`src/hdl/sev_pkg.sv`:
```
package sev_pkg;

	// Default operand stack depth
	localparam int STACK_DEPTH_DEF = 16;

	// Command queue between front and back
	localparam int FIFO_DEPTH = 2;

	// One quotient bit per divider step
	localparam int DIV_STEPS = 32;

	// Character codes
	localparam logic [7:0] CH_ZERO  = 8'h30;
	localparam logic [7:0] CH_NINE  = 8'h39;
	localparam logic [7:0] CH_PLUS  = 8'h2B;
	localparam logic [7:0] CH_MINUS = 8'h2D;
	localparam logic [7:0] CH_STAR  = 8'h2A;
	localparam logic [7:0] CH_SLASH = 8'h2F;

	// Result status codes
	localparam logic [1:0] ST_OK      = 2'd0;
	localparam logic [1:0] ST_UNDER   = 2'd1;
	localparam logic [1:0] ST_DIVZERO = 2'd2;
	localparam logic [1:0] ST_OVER    = 2'd3;

	// Command kinds produced by the front decoder
	localparam logic [2:0] KIND_IGNORE = 3'd0;
	localparam logic [2:0] KIND_DIGIT  = 3'd1;
	localparam logic [2:0] KIND_ADD    = 3'd2;
	localparam logic [2:0] KIND_SUB    = 3'd3;
	localparam logic [2:0] KIND_MUL    = 3'd4;
	localparam logic [2:0] KIND_DIV    = 3'd5;

	// Decoded command: kind, digit value, end-of-expression mark, notation
	typedef struct packed {
		logic [2:0] kind;
		logic [3:0] digit;
		logic       last;
		logic       mode;
	} cmd_t;

	// Divider request and response
	typedef struct packed {
		logic        start;
		logic [31:0] dividend;
		logic [31:0] divisor;
	} div_req_t;

	typedef struct packed {
		logic        done;
		logic [31:0] quotient;
	} div_rsp_t;

endpackage

```
`src/hdl/sev_front.sv`:
```
module sev_front
	import sev_pkg::*;
(
	input  logic       clk,
	input  logic       arst_n,
	input  logic       cfg_we,
	input  logic       cfg_wdata,
	input  logic       in_valid,
	output logic       in_stall,
	input  logic [7:0] char_code,
	input  logic       last_char,
	input  logic       full,
	output logic       push,
	output cmd_t       cmd
);

	logic       mode_q;
	logic [7:0] digit_off;

	// Notation register
	always_ff @(posedge clk or negedge arst_n) begin
		if (!arst_n) begin
			mode_q <= 1'b0;
		end else if (cfg_we) begin
			mode_q <= cfg_wdata;
		end
	end

	// Item accepted whenever the queue has room
	assign in_stall = full;
	assign push     = in_valid && !full;

	// Classify the character
	assign digit_off = char_code - CH_ZERO;

	always_comb begin
		cmd.digit = digit_off[3:0];
		cmd.last  = last_char;
		cmd.mode  = mode_q;
		case (char_code) inside
			[CH_ZERO:CH_NINE]: cmd.kind = KIND_DIGIT;
			CH_PLUS:           cmd.kind = KIND_ADD;
			CH_MINUS:          cmd.kind = KIND_SUB;
			CH_STAR:           cmd.kind = KIND_MUL;
			CH_SLASH:          cmd.kind = KIND_DIV;
			default:           cmd.kind = KIND_IGNORE;
		endcase
	end

endmodule

```
`src/hdl/sev_fifo.sv`:
```
module sev_fifo
	import sev_pkg::*;
(
	input  logic clk,
	input  logic arst_n,
	input  logic push,
	input  cmd_t push_cmd,
	output logic full,
	input  logic pop,
	output logic q_valid,
	output cmd_t q_cmd
);

	localparam int PW = $clog2(FIFO_DEPTH);
	localparam int CW = $clog2(FIFO_DEPTH + 1);

	cmd_t          entry_q [FIFO_DEPTH];
	logic [PW-1:0] wr_ptr_q;
	logic [PW-1:0] rd_ptr_q;
	logic [CW-1:0] fill_q;

	assign full    = (fill_q == CW'(FIFO_DEPTH));
	assign q_valid = (fill_q != '0);
	assign q_cmd   = entry_q[rd_ptr_q];

	// Pointers and fill level
	always_ff @(posedge clk or negedge arst_n) begin
		if (!arst_n) begin
			wr_ptr_q <= '0;
			rd_ptr_q <= '0;
			fill_q   <= '0;
		end else begin
			if (push) begin
				wr_ptr_q <= wr_ptr_q + PW'(1);
			end
			if (pop) begin
				rd_ptr_q <= rd_ptr_q + PW'(1);
			end
			if (push && !pop) begin
				fill_q <= fill_q + CW'(1);
			end else if (pop && !push) begin
				fill_q <= fill_q - CW'(1);
			end
		end
	end

	// Queue storage
	always_ff @(posedge clk) begin
		if (push) begin
			entry_q[wr_ptr_q] <= push_cmd;
		end
	end

endmodule

```
`src/hdl/sev_div.sv`:
```
module sev_div
	import sev_pkg::*;
(
	input  logic     clk,
	input  logic     arst_n,
	input  div_req_t req,
	output div_rsp_t rsp
);

	localparam int SW = $clog2(DIV_STEPS + 1);

	logic          busy_q;
	logic          done_q;
	logic [SW-1:0] step_q;
	logic          neg_q;
	logic [31:0]   rem_q;
	logic [31:0]   quo_q;
	logic [31:0]   dvs_q;
	logic [32:0]   shifted;
	logic [32:0]   diff;
	logic          fits;

	// Restoring step: one quotient bit per cycle
	assign shifted = {rem_q, quo_q[31]};
	assign diff    = shifted - {1'b0, dvs_q};
	assign fits    = !diff[32];

	assign rsp.done     = done_q;
	assign rsp.quotient = quo_q;

	// Control
	always_ff @(posedge clk or negedge arst_n) begin
		if (!arst_n) begin
			busy_q <= 1'b0;
			done_q <= 1'b0;
			step_q <= '0;
		end else begin
			done_q <= 1'b0;
			if (req.start) begin
				busy_q <= 1'b1;
				step_q <= '0;
			end else if (busy_q) begin
				if (step_q == SW'(DIV_STEPS)) begin
					busy_q <= 1'b0;
					done_q <= 1'b1;
				end else begin
					step_q <= step_q + SW'(1);
				end
			end
		end
	end

	// Datapath on magnitudes, sign applied at the end
	always_ff @(posedge clk) begin
		if (req.start) begin
			neg_q <= req.dividend[31] ^ req.divisor[31];
			rem_q <= '0;
			quo_q <= req.dividend[31] ? (32'd0 - req.dividend) : req.dividend;
			dvs_q <= req.divisor[31] ? (32'd0 - req.divisor) : req.divisor;
		end else if (busy_q) begin
			if (step_q == SW'(DIV_STEPS)) begin
				quo_q <= neg_q ? (32'd0 - quo_q) : quo_q;
			end else begin
				rem_q <= fits ? diff[31:0] : shifted[31:0];
				quo_q <= {quo_q[30:0], fits};
			end
		end
	end

endmodule

```
`src/hdl/sev_back.sv`:
```
module sev_back
	import sev_pkg::*;
#(
	parameter int STACK_DEPTH = STACK_DEPTH_DEF
) (
	input  logic        clk,
	input  logic        arst_n,
	input  logic        q_valid,
	input  cmd_t        q_cmd,
	output logic        pop,
	output div_req_t    div_req,
	input  div_rsp_t    div_rsp,
	output logic        out_valid,
	input  logic        out_stall,
	output logic [31:0] value,
	output logic [1:0]  status
);

	localparam int CW = $clog2(STACK_DEPTH + 1);
	localparam int AW = $clog2(STACK_DEPTH);

	localparam logic [2:0] S_IDLE = 3'd0;
	localparam logic [2:0] S_EXEC = 3'd1;
	localparam logic [2:0] S_DIVW = 3'd2;
	localparam logic [2:0] S_OUT  = 3'd3;

	// Entries below the top; the top lives in top_q
	logic [31:0]   mem [STACK_DEPTH];
	logic [31:0]   rdata_q;
	logic [31:0]   top_q;
	cmd_t          cmd_q;
	logic [2:0]    state_q;
	logic [2:0]    state_d;
	logic [CW-1:0] count_q;
	logic [CW-1:0] count_d;
	logic [CW-1:0] cnt_m1;
	logic [CW-1:0] cnt_m2;
	logic [1:0]    err_q;
	logic [1:0]    err_d;
	logic          out_valid_q;
	logic [31:0]   value_q;
	logic [1:0]    status_q;
	logic          top_we;
	logic [31:0]   top_d;
	logic          mem_we;
	logic          mem_rd;
	logic          out_load;
	logic [31:0]   lhs;
	logic [31:0]   rhs;

	assign cnt_m1 = count_q - CW'(1);
	assign cnt_m2 = count_q - CW'(2);

	// Operand order follows the notation captured with the item
	assign lhs = cmd_q.mode ? top_q : rdata_q;
	assign rhs = cmd_q.mode ? rdata_q : top_q;

	assign out_valid = out_valid_q;
	assign value     = value_q;
	assign status    = status_q;

	// Sequencer
	always_comb begin
		state_d          = state_q;
		count_d          = count_q;
		err_d            = err_q;
		pop              = 1'b0;
		top_we           = 1'b0;
		top_d            = top_q;
		mem_we           = 1'b0;
		mem_rd           = 1'b0;
		out_load         = 1'b0;
		div_req.start    = 1'b0;
		div_req.dividend = lhs;
		div_req.divisor  = rhs;
		case (state_q)
			S_IDLE: begin
				if (q_valid) begin
					pop     = 1'b1;
					state_d = q_cmd.last ? S_OUT : S_IDLE;
					case (q_cmd.kind)
						KIND_DIGIT: begin
							if (count_q >= CW'(STACK_DEPTH)) begin
								if (err_q == ST_OK) err_d = ST_OVER;
							end else begin
								mem_we  = (count_q != '0);
								top_we  = 1'b1;
								top_d   = {28'd0, q_cmd.digit};
								count_d = count_q + CW'(1);
							end
						end
						KIND_ADD, KIND_SUB, KIND_MUL, KIND_DIV: begin
							if (count_q < CW'(2)) begin
								if (err_q == ST_OK) err_d = ST_UNDER;
							end else begin
								mem_rd  = 1'b1;
								state_d = S_EXEC;
							end
						end
						default: ;
					endcase
				end
			end
			S_EXEC: begin
				state_d = cmd_q.last ? S_OUT : S_IDLE;
				case (cmd_q.kind)
					KIND_ADD: begin
						top_we  = 1'b1;
						top_d   = lhs + rhs;
						count_d = cnt_m1;
					end
					KIND_SUB: begin
						top_we  = 1'b1;
						top_d   = lhs - rhs;
						count_d = cnt_m1;
					end
					KIND_MUL: begin
						top_we  = 1'b1;
						top_d   = lhs * rhs;
						count_d = cnt_m1;
					end
					KIND_DIV: begin
						if (rhs == '0) begin
							if (err_q == ST_OK) err_d = ST_DIVZERO;
						end else begin
							div_req.start = 1'b1;
							state_d       = S_DIVW;
						end
					end
					default: ;
				endcase
			end
			S_DIVW: begin
				if (div_rsp.done) begin
					top_we  = 1'b1;
					top_d   = div_rsp.quotient;
					count_d = cnt_m1;
					state_d = cmd_q.last ? S_OUT : S_IDLE;
				end
			end
			S_OUT: begin
				if (!out_valid_q || !out_stall) begin
					out_load = 1'b1;
					count_d  = '0;
					err_d    = ST_OK;
					state_d  = S_IDLE;
				end
			end
			default: state_d = S_IDLE;
		endcase
	end

	// Control state
	always_ff @(posedge clk or negedge arst_n) begin
		if (!arst_n) begin
			state_q     <= S_IDLE;
			count_q     <= '0;
			err_q       <= ST_OK;
			out_valid_q <= 1'b0;
		end else begin
			state_q <= state_d;
			count_q <= count_d;
			err_q   <= err_d;
			if (out_load) begin
				out_valid_q <= 1'b1;
			end else if (!out_stall) begin
				out_valid_q <= 1'b0;
			end
		end
	end

	// Stack memory: one write, one registered read
	always_ff @(posedge clk) begin
		if (mem_we) begin
			mem[cnt_m1[AW-1:0]] <= top_q;
		end
		if (mem_rd) begin
			rdata_q <= mem[cnt_m2[AW-1:0]];
		end
	end

	// Payload registers
	always_ff @(posedge clk) begin
		if (pop) begin
			cmd_q <= q_cmd;
		end
		if (top_we) begin
			top_q <= top_d;
		end
		if (out_load) begin
			value_q  <= (count_q != '0) ? top_q : 32'd0;
			status_q <= (count_q == '0 && err_q == ST_OK) ? ST_UNDER : err_q;
		end
	end

endmodule

```
`src/hdl/stack_expression_evaluator.sv`:
```
// Stack expression evaluator.
// Input channel (in_valid / in_stall): one expression character per item in
// char_code, with last_char marking the final one. Digits push, '+' '-' '*'
// '/' combine the two top values, other bytes are ignored.
// Output channel (out_valid / out_stall): one item per expression, value is
// the top of the stack and status is ok, underflow/empty, divide by zero or
// overflow (first error of the expression wins).
// notation_mode is written through cfg_we / cfg_wdata; the user must write it
// only while the block idles; the block itself does not enforce this.
// 0 postfix, 1 prefix with characters fed last to first.
// A small command queue separates the decoder from the stack engine. A digit
// or ignored byte is handled in S_IDLE, '+' '-' '*' also pass S_EXEC, '/' then
// waits in S_DIVW as the divider retires one quotient bit per cycle, and the
// last character ends in S_OUT, which loads the output register.
// While out_stall holds, the result stays in the output register; later
// characters keep being processed until the next result needs that register.
// Reset empties the queue, the stack and the error, and sets postfix mode.
module stack_expression_evaluator
	import sev_pkg::*;
#(
	parameter int STACK_DEPTH = STACK_DEPTH_DEF
) (
	input  logic        clk,
	input  logic        arst_n,
	input  logic        cfg_we,
	input  logic        cfg_wdata,
	input  logic        in_valid,
	output logic        in_stall,
	input  logic [7:0]  char_code,
	input  logic        last_char,
	output logic        out_valid,
	input  logic        out_stall,
	output logic [31:0] value,
	output logic [1:0]  status
);

	logic     push;
	logic     full;
	logic     pop;
	logic     q_valid;
	cmd_t     push_cmd;
	cmd_t     q_cmd;
	div_req_t div_req;
	div_rsp_t div_rsp;

	// Decode
	sev_front u_front (
		.clk       (clk),
		.arst_n    (arst_n),
		.cfg_we    (cfg_we),
		.cfg_wdata (cfg_wdata),
		.in_valid  (in_valid),
		.in_stall  (in_stall),
		.char_code (char_code),
		.last_char (last_char),
		.full      (full),
		.push      (push),
		.cmd       (push_cmd)
	);

	// Command queue
	sev_fifo u_fifo (
		.clk      (clk),
		.arst_n   (arst_n),
		.push     (push),
		.push_cmd (push_cmd),
		.full     (full),
		.pop      (pop),
		.q_valid  (q_valid),
		.q_cmd    (q_cmd)
	);

	// Stack engine
	sev_back #(
		.STACK_DEPTH (STACK_DEPTH)
	) u_back (
		.clk       (clk),
		.arst_n    (arst_n),
		.q_valid   (q_valid),
		.q_cmd     (q_cmd),
		.pop       (pop),
		.div_req   (div_req),
		.div_rsp   (div_rsp),
		.out_valid (out_valid),
		.out_stall (out_stall),
		.value     (value),
		.status    (status)
	);

	// Iterative divider
	sev_div u_div (
		.clk    (clk),
		.arst_n (arst_n),
		.req    (div_req),
		.rsp    (div_rsp)
	);

endmodule

```
`config.mk`:
```
export PLATFORM = sky130hd
export DESIGN_NAME = stack_expression_evaluator
export DESIGN_NICKNAME = d
export VERILOG_FILES = /design/src/hdl/sev_pkg.sv /design/src/hdl/sev_front.sv /design/src/hdl/sev_fifo.sv /design/src/hdl/sev_div.sv /design/src/hdl/sev_back.sv /design/src/hdl/stack_expression_evaluator.sv
export SDC_FILE = /design/constraint.sdc
export NUM_CORES = 2
export LEC_CHECK = 0
export BUFFER_PORTS_ARGS = -buffer_cell sky130_fd_sc_hd__buf_4
export CAP_MARGIN = 25
export CELL_PAD_IN_SITES_DETAIL_PLACEMENT = 1
export CELL_PAD_IN_SITES_GLOBAL_PLACEMENT = 2
export CORE_UTILIZATION = 49
export DETAILED_ROUTE_END_ITERATION = 8
export GPL_ROUTABILITY_DRIVEN = 0
export HOLD_SLACK_MARGIN = 0.15
export PLACE_DENSITY_LB_ADDON = 0.1
export SLEW_MARGIN = 20
export SYNTH_ARGS = -nofsm -noshare
export SYNTH_HDL_FRONTEND = slang
export SYNTH_SLANG_ARGS = --single-unit
```
`constraint.sdc`:
```
create_clock -name clk -period 19.1 [get_ports clk]
set_clock_uncertainty 0.2 [all_clocks]
set_input_delay 4.775 -clock clk [delete_from_list [all_inputs] [get_ports clk]]
set_output_delay 4.775 -clock clk [all_outputs]
set_load 0.01 [all_outputs]
```
# Word-level counts from Yosys, hierarchy flattened
# Memory sizes are Yosys's and may differ from the RTL's. A register that Yosys moved wholly into a read port is not among the register bits.
# Index checks and enable logic that the tools add are counted.
# op_classes
add_sub_neg	15
mul	1
magnitude_cmp	4
n_eq_ne	36
n_mux	86
n_bitwise	2
reduce_logical	32
# op_table
operator	n
$mux 32	12
$pmux 32 s3	2
$sub 1x32->32 const A	3
$mux 3	12
$sub 33x32->33	1
$add 32x32->32	1
$eq 8x6->1 const B	4
$logic_not 32->1	1
$mul 32x32->32	1
$mux 1	32
$sub 32x32->32	1
$mux 31	1
$mux 5	6
$mux 2	13
$pmux 5 s4	1
$eq 3x2->1 const B	6
$mux 6	3
$ne 3x2->1 const B	5
$reduce_and 7->1	2
$eq 3x3->1 const B	4
$ne 2x1->1 const B	6
$pmux 3 s4	1
$reduce_and 11->1	1
$ne 2x2->1 const B	5
36 further kinds	52
# totals
ff_bits	192
ram_bits	530
in_bits	15
output_inout_bits	36
wordCells	200
memories	2
# mem_list
name	words	width	read_ports	rd_ports_with_merged_regs	write_ports	line	source
u_back.mem	16	32	1	1	1	sev_back.sv:28	logic [31:0] mem [STACK_DEPTH];
u_fifo.entry_q	2	9	1	0	1	sev_fifo.sv:17	cmd_t entry_q [FIFO_DEPTH];

# Logic depth before layout (Yosys ltp)
# depth
word_depth	7
depth_mapped	34
ltp_nobuf	27

# Cells and area by module
# From an unflattened synthesis, not the netlist that was laid out.
# hier_totals
cells_unflattened	4148
hier_area_um2	50808.7
# modules_own_cells
module	instances	cells_per_inst	area_per_inst_um2	seq_area_each_um2
sev_back	1	3187	41956.5	18718.0
sev_div	1	897	7825.0	2792.7
sev_fifo	1	44	844.6	640.6
sev_front	1	20	182.7	25.0

# Worst setup path before layout
# OpenSTA, ideal clock, no wires.
# synth_path
path_kind	register -> register
start	register u_back.cmd_q[0] (netlist bit)
end	register u_back.top_q[31], data pin
setup_time_ps	262
t_arrival_ps	8453
required_time_ps	18638
slack_ps	10185
stages_incl_launch_ff	32
n_path_buf	8
period_less_slack_ps	8915
path_cell_list	edfxtp_1 > buf_6 > buf_6 > buf_6 > buf_6 > buf_2 > buf_1 > buf_2 > mux2_2 > clkbuf_1 > nand2_1 > fa_1 > fa_1 > fa_1 > fa_1 > fa_1 > inv_1 > fa_1 > inv_1 > fa_1 > fa_1 > inv_1 > ha_1 > and3_1 > a311o_1 > or3_1 > o21a_1 > a31oi_1 > o31ai_1 > xnor2_1 > a22oi_1 > o21ai_1
# synth_via
elab_chain_len	4
word_cells_on_any_way	7
classes_between	add/sub: 2; mul: 1; mux: 4
# synth_lines
element	line	source
start, declared	sev_back.sv:31	cmd_t cmd_q;
start signal, assigned	sev_back.sv:185	cmd_q <= q_cmd;
$mux 32 (on tied branches)	sev_back.sv:55, sev_back.sv:56	
$mul 32x32->32, or another cell as far along	sev_back.sv:119	top_d = lhs * rhs;
$pmux 32 s3 (*)	sev_back.sv:106	case (cmd_q.kind)
$pmux 32 s3 (*)	sev_back.sv:76	case (state_q)
end signal, assigned	sev_back.sv:188	top_q <= top_d;
end, declared	sev_back.sv:30	logic [31:0] top_q;
# Every way passes the cells marked *; elsewhere a longest branch is shown, timed or not.
# A chain may end at the register's enable or synchronous reset.

# Final worst setup path
# Ends and elaborated chain as after synthesis.

==> run metrics <==
CP Depth=25; drt via density=roughly 6.1; Final #Nets=4837; CP startpoint kind=register; Max-slew headroom=0.235; Worst R2R Path Depth=25; largest net degree at the start of global routing=116; endpoints failing hold=0; reg2reg setup slack=9450 ps; Worst Tran Pin Value=1150 ps; TritonRoute pass-1 iters=6; Via Count=34600; RSZ-0062 raised after global routing=no; Die Y-Extent=around 320 um; reg2reg end=u_back.top_q[31]$_SDFFCE_PP0P_; Final period util=0.505; Reg-to-Reg Start=u_back.cmd_q[0]$_DFFE_PP_; max-cap violations=0; Top cell by count, worst path=fa_1; HPWL after detailed placement=118 mm; Yosys top cell by area=edfxtp_1; Cell variety after synth=100; Rows=117; sequential share of the synthesized area=0.438; post-CTS resize count=0; synthesized area=between 0.05 and 0.06 mm2; ranking of synthesized cells by area=edfxtp_1 41%, fa_1 16%, mux4_2 7.1%; min cycle time layout=9650 ps; Setup crit start=u_back.cmd_q[0]$_DFFE_PP_; Syn Nets=4768; layout cells sized above 1=0.130; CP bufs+invs=5; placed cell areas=0.0531 mm2; post-route ant nets=0; Critical Path End Type=register; Avg Cell Area, Syn=12.2 um2; Setup crit end=u_back.top_q[31]$_SDFFCE_PP0P_; Syn. warnings=0; # H-tree levels=3; cts hold-fix bufs=0; maximum fanout along the worst path=115; # diodes=0; worst hold-check path type=reg2reg; Finished Cell Area=0.0558 mm2; Mapped Cells=4137; number of CTS-inserted buffers=83; Die ar.=0.105 mm2; Post-Route WL=169 mm; first-pass GRT wire length=249 mm; Initial DRC Count=3246; clock sink count=753; f_max=104 MHz; outcome=complete, no violations; area grow syn2layout=10.1%; Worst Path Required=19280 ps; post-CTS setup buffers=0; CTS tree=done; worst path arrival time=9830 ps; GRT Overall Usage=0.334; slowest stage delay, CP=between 700 and 800 ps; pins over their slew limit=0; Post-synth EDFFs=698; kind of cell adding the most delay to the critical path=adder cells; initial core utilization=0.496; fraction of registers with async set/reset=0.0305; worst skew pair latency=700 ps; Core ar.=~0.10 mm2; flop and latch count out of synthesis=753; hold depth=2; # port buffers=50; setup_tns=0 ps; Setup CP Type=reg2reg; number of antenna violations at the first check in global routing=4; Root Driver=clkbuf_16; slowest stage cell, crit path=clkinv_1; grt ovf=0; Routed wire per std cell=roughly 30 um; total I/O pin count=51; share of the synthesized area in the top cell type=0.414; top_reg_cell synth=edfxtp_1; DRC viols=0; CTS clock-pin slew for the worst setup and hold paths=70 ps; Setup Viol. Count Final=0; Die Width=323 um; maximum root-to-sink buffer count=3; vias in the first global route=36800
-- worst min path at each step --
| stage | startpoint | slack, ps | end |
|---|---|---|---|
| after floorplan | u_front.mode_q$_DFFE_PN0P_ | 240 | u_fifo.entry_q[0][0]$_DFFE_PP_ |
| after global placement | u_front.mode_q$_DFFE_PN0P_ | 250 | u_fifo.entry_q[0][0]$_DFFE_PP_ |
| after detailed placement | u_div.rem_q[25]$_SDFFE_PP0P_ | 270 | u_div.rem_q[25]$_SDFFE_PP0P_ |
| after CTS | u_div.rem_q[18]$_SDFFE_PP0P_ | 280 | u_div.rem_q[18]$_SDFFE_PP0P_ |
| after global routing | u_div.rem_q[18]$_SDFFE_PP0P_ | 300 | u_div.rem_q[18]$_SDFFE_PP0P_ |
| final | u_div.rem_q[18]$_SDFFE_PP0P_ | 280 | u_div.rem_q[18]$_SDFFE_PP0P_ |
-- cell type report --
class | count | area, um2
fill | 10300 | 46300
multi-input combinational | 2803 | 26400
sequential | 753 | 22200
clock buffer | 104 | 2200
tap | 1368 | 1710
inverter | 397 | 1490
timing repair buffer | 168 | 1300
clock inverter | 47 | 469
-- cell families after synthesis --
logic type / count (synthesis) / synth area share
flip-flops: 753 / 0.438
buffers and inverters: 581 / 0.0448
XOR/XNOR: 241 / 0.0420
AO/OA/AOI/OAI: 536 / 0.0669
adder cells (fa/ha/maj): 616 / 0.213
AND/OR/NAND/NOR: 1137 / 0.100
multiplexers: 273 / 0.0950
-- cell usage in the layout (no fill, tap or decap), types with 37 or more instances in the layout --
| master | count |
|---|---|
| a21o_1 | 39 |
| a21oi_1 | 135 |
| buf_4 | 162 |
| clkbuf_16 | 84 |
| edfxtp_1 | 698 |
| fa_1 | 410 |
| ha_1 | 205 |
| inv_1 | 386 |
| mux2i_1 | 68 |
| mux4_2 | 160 |
| nand2_1 | 484 |
| nand3_1 | 50 |
| nor2_1 | 336 |
| nor2b_1 | 60 |
| nor3_1 | 37 |
| o21ai_0 | 123 |
| xnor2_1 | 185 |
| xor2_1 | 53 |
-- cells in the mapped netlist, types with 7 or more instances --
cell / instances
edfxtp_1: 698
nand2_1: 484
fa_1: 410
inv_1: 386
nor2_1: 351
ha_1: 206
xnor2_1: 186
mux4_2: 160
a21oi_1: 135
clkbuf_1: 134
o21ai_0: 123
mux2i_1: 76
nor2b_1: 60
xor2_1: 54
nand3_1: 50
nor3_1: 40
a21o_1: 39
o21ai_1: 34
dfxtp_1: 32
nand2b_1: 29
mux2_2: 26
a22oi_1: 24
a211oi_1: 23
buf_1: 23
dfrtp_1: 23
a31oi_1: 22
and3_1: 19
buf_2: 18
o21a_1: 16
o211ai_1: 15
or3_1: 15
nand4_1: 12
and2_1: 11
nor4_1: 10
o22ai_1: 10
or4_1: 10
mux2i_2: 8
nor3b_1: 8
buf_6: 7
o21bai_1: 7
-- layer usage --
metal  global-route usage  share of wire  routed length, um  up-vias
met3               0.0532          0.070              11900      347
li1                     -              -                  -    14600
met2                0.542           0.48              80600     1434
met4                0.144          0.047               7950        0
met1                0.444           0.41              69000    18200
met5                    0              0                  0        -
-- per-stage QoR --
step	setup WS, ps	utilization	hold WS, ps	instances
final	9450	0.547	279	5640
after global routing	9000	0.547	295	5640
after CTS	9570	0.546	282	5638
after detailed placement	9600	0.520	274	5487
after global placement	9790	0.520	254	5485
after floorplan	10190	-	238	4137
-- worst register-to-register path: stages (launching register included) --
cell and delay (ps):
edfxtp_1 380, buf_12 570, mux2i_2 720, clkinv_1 760, nand2_1 320, fa_1 470
fa_1 500, fa_1 450, fa_1 460, fa_1 550, inv_1 50, fa_1 530
inv_1 50, fa_1 440, fa_1 490, inv_1 50, ha_1 340, and3_1 200
a311o_1 370, or3_1 310, o21a_1 350, a31oi_1 310, o31ai_1 140, xnor2_1 140
a22oi_1 160, o21ai_1 90
-- state kept, by name (all words and copies together) (netlist names), 5 cells and up --
| name | count |
|---|---|
| u_back.cmd_q | 5 |
| u_back.count_q | 5 |
| u_back.mem | 512 |
| u_back.rdata_q | 32 |
| u_back.top_q | 32 |
| u_back.value | 32 |
| u_div.dvs_q | 32 |
| u_div.quo_q | 32 |
| u_div.rem_q | 32 |
| u_div.step_q | 6 |
| u_fifo.entry_q | 18 |
Power is left out: the tool's default activity adds up to more than one toggle a clock period on the data nets, which glitch-free logic cannot reach.
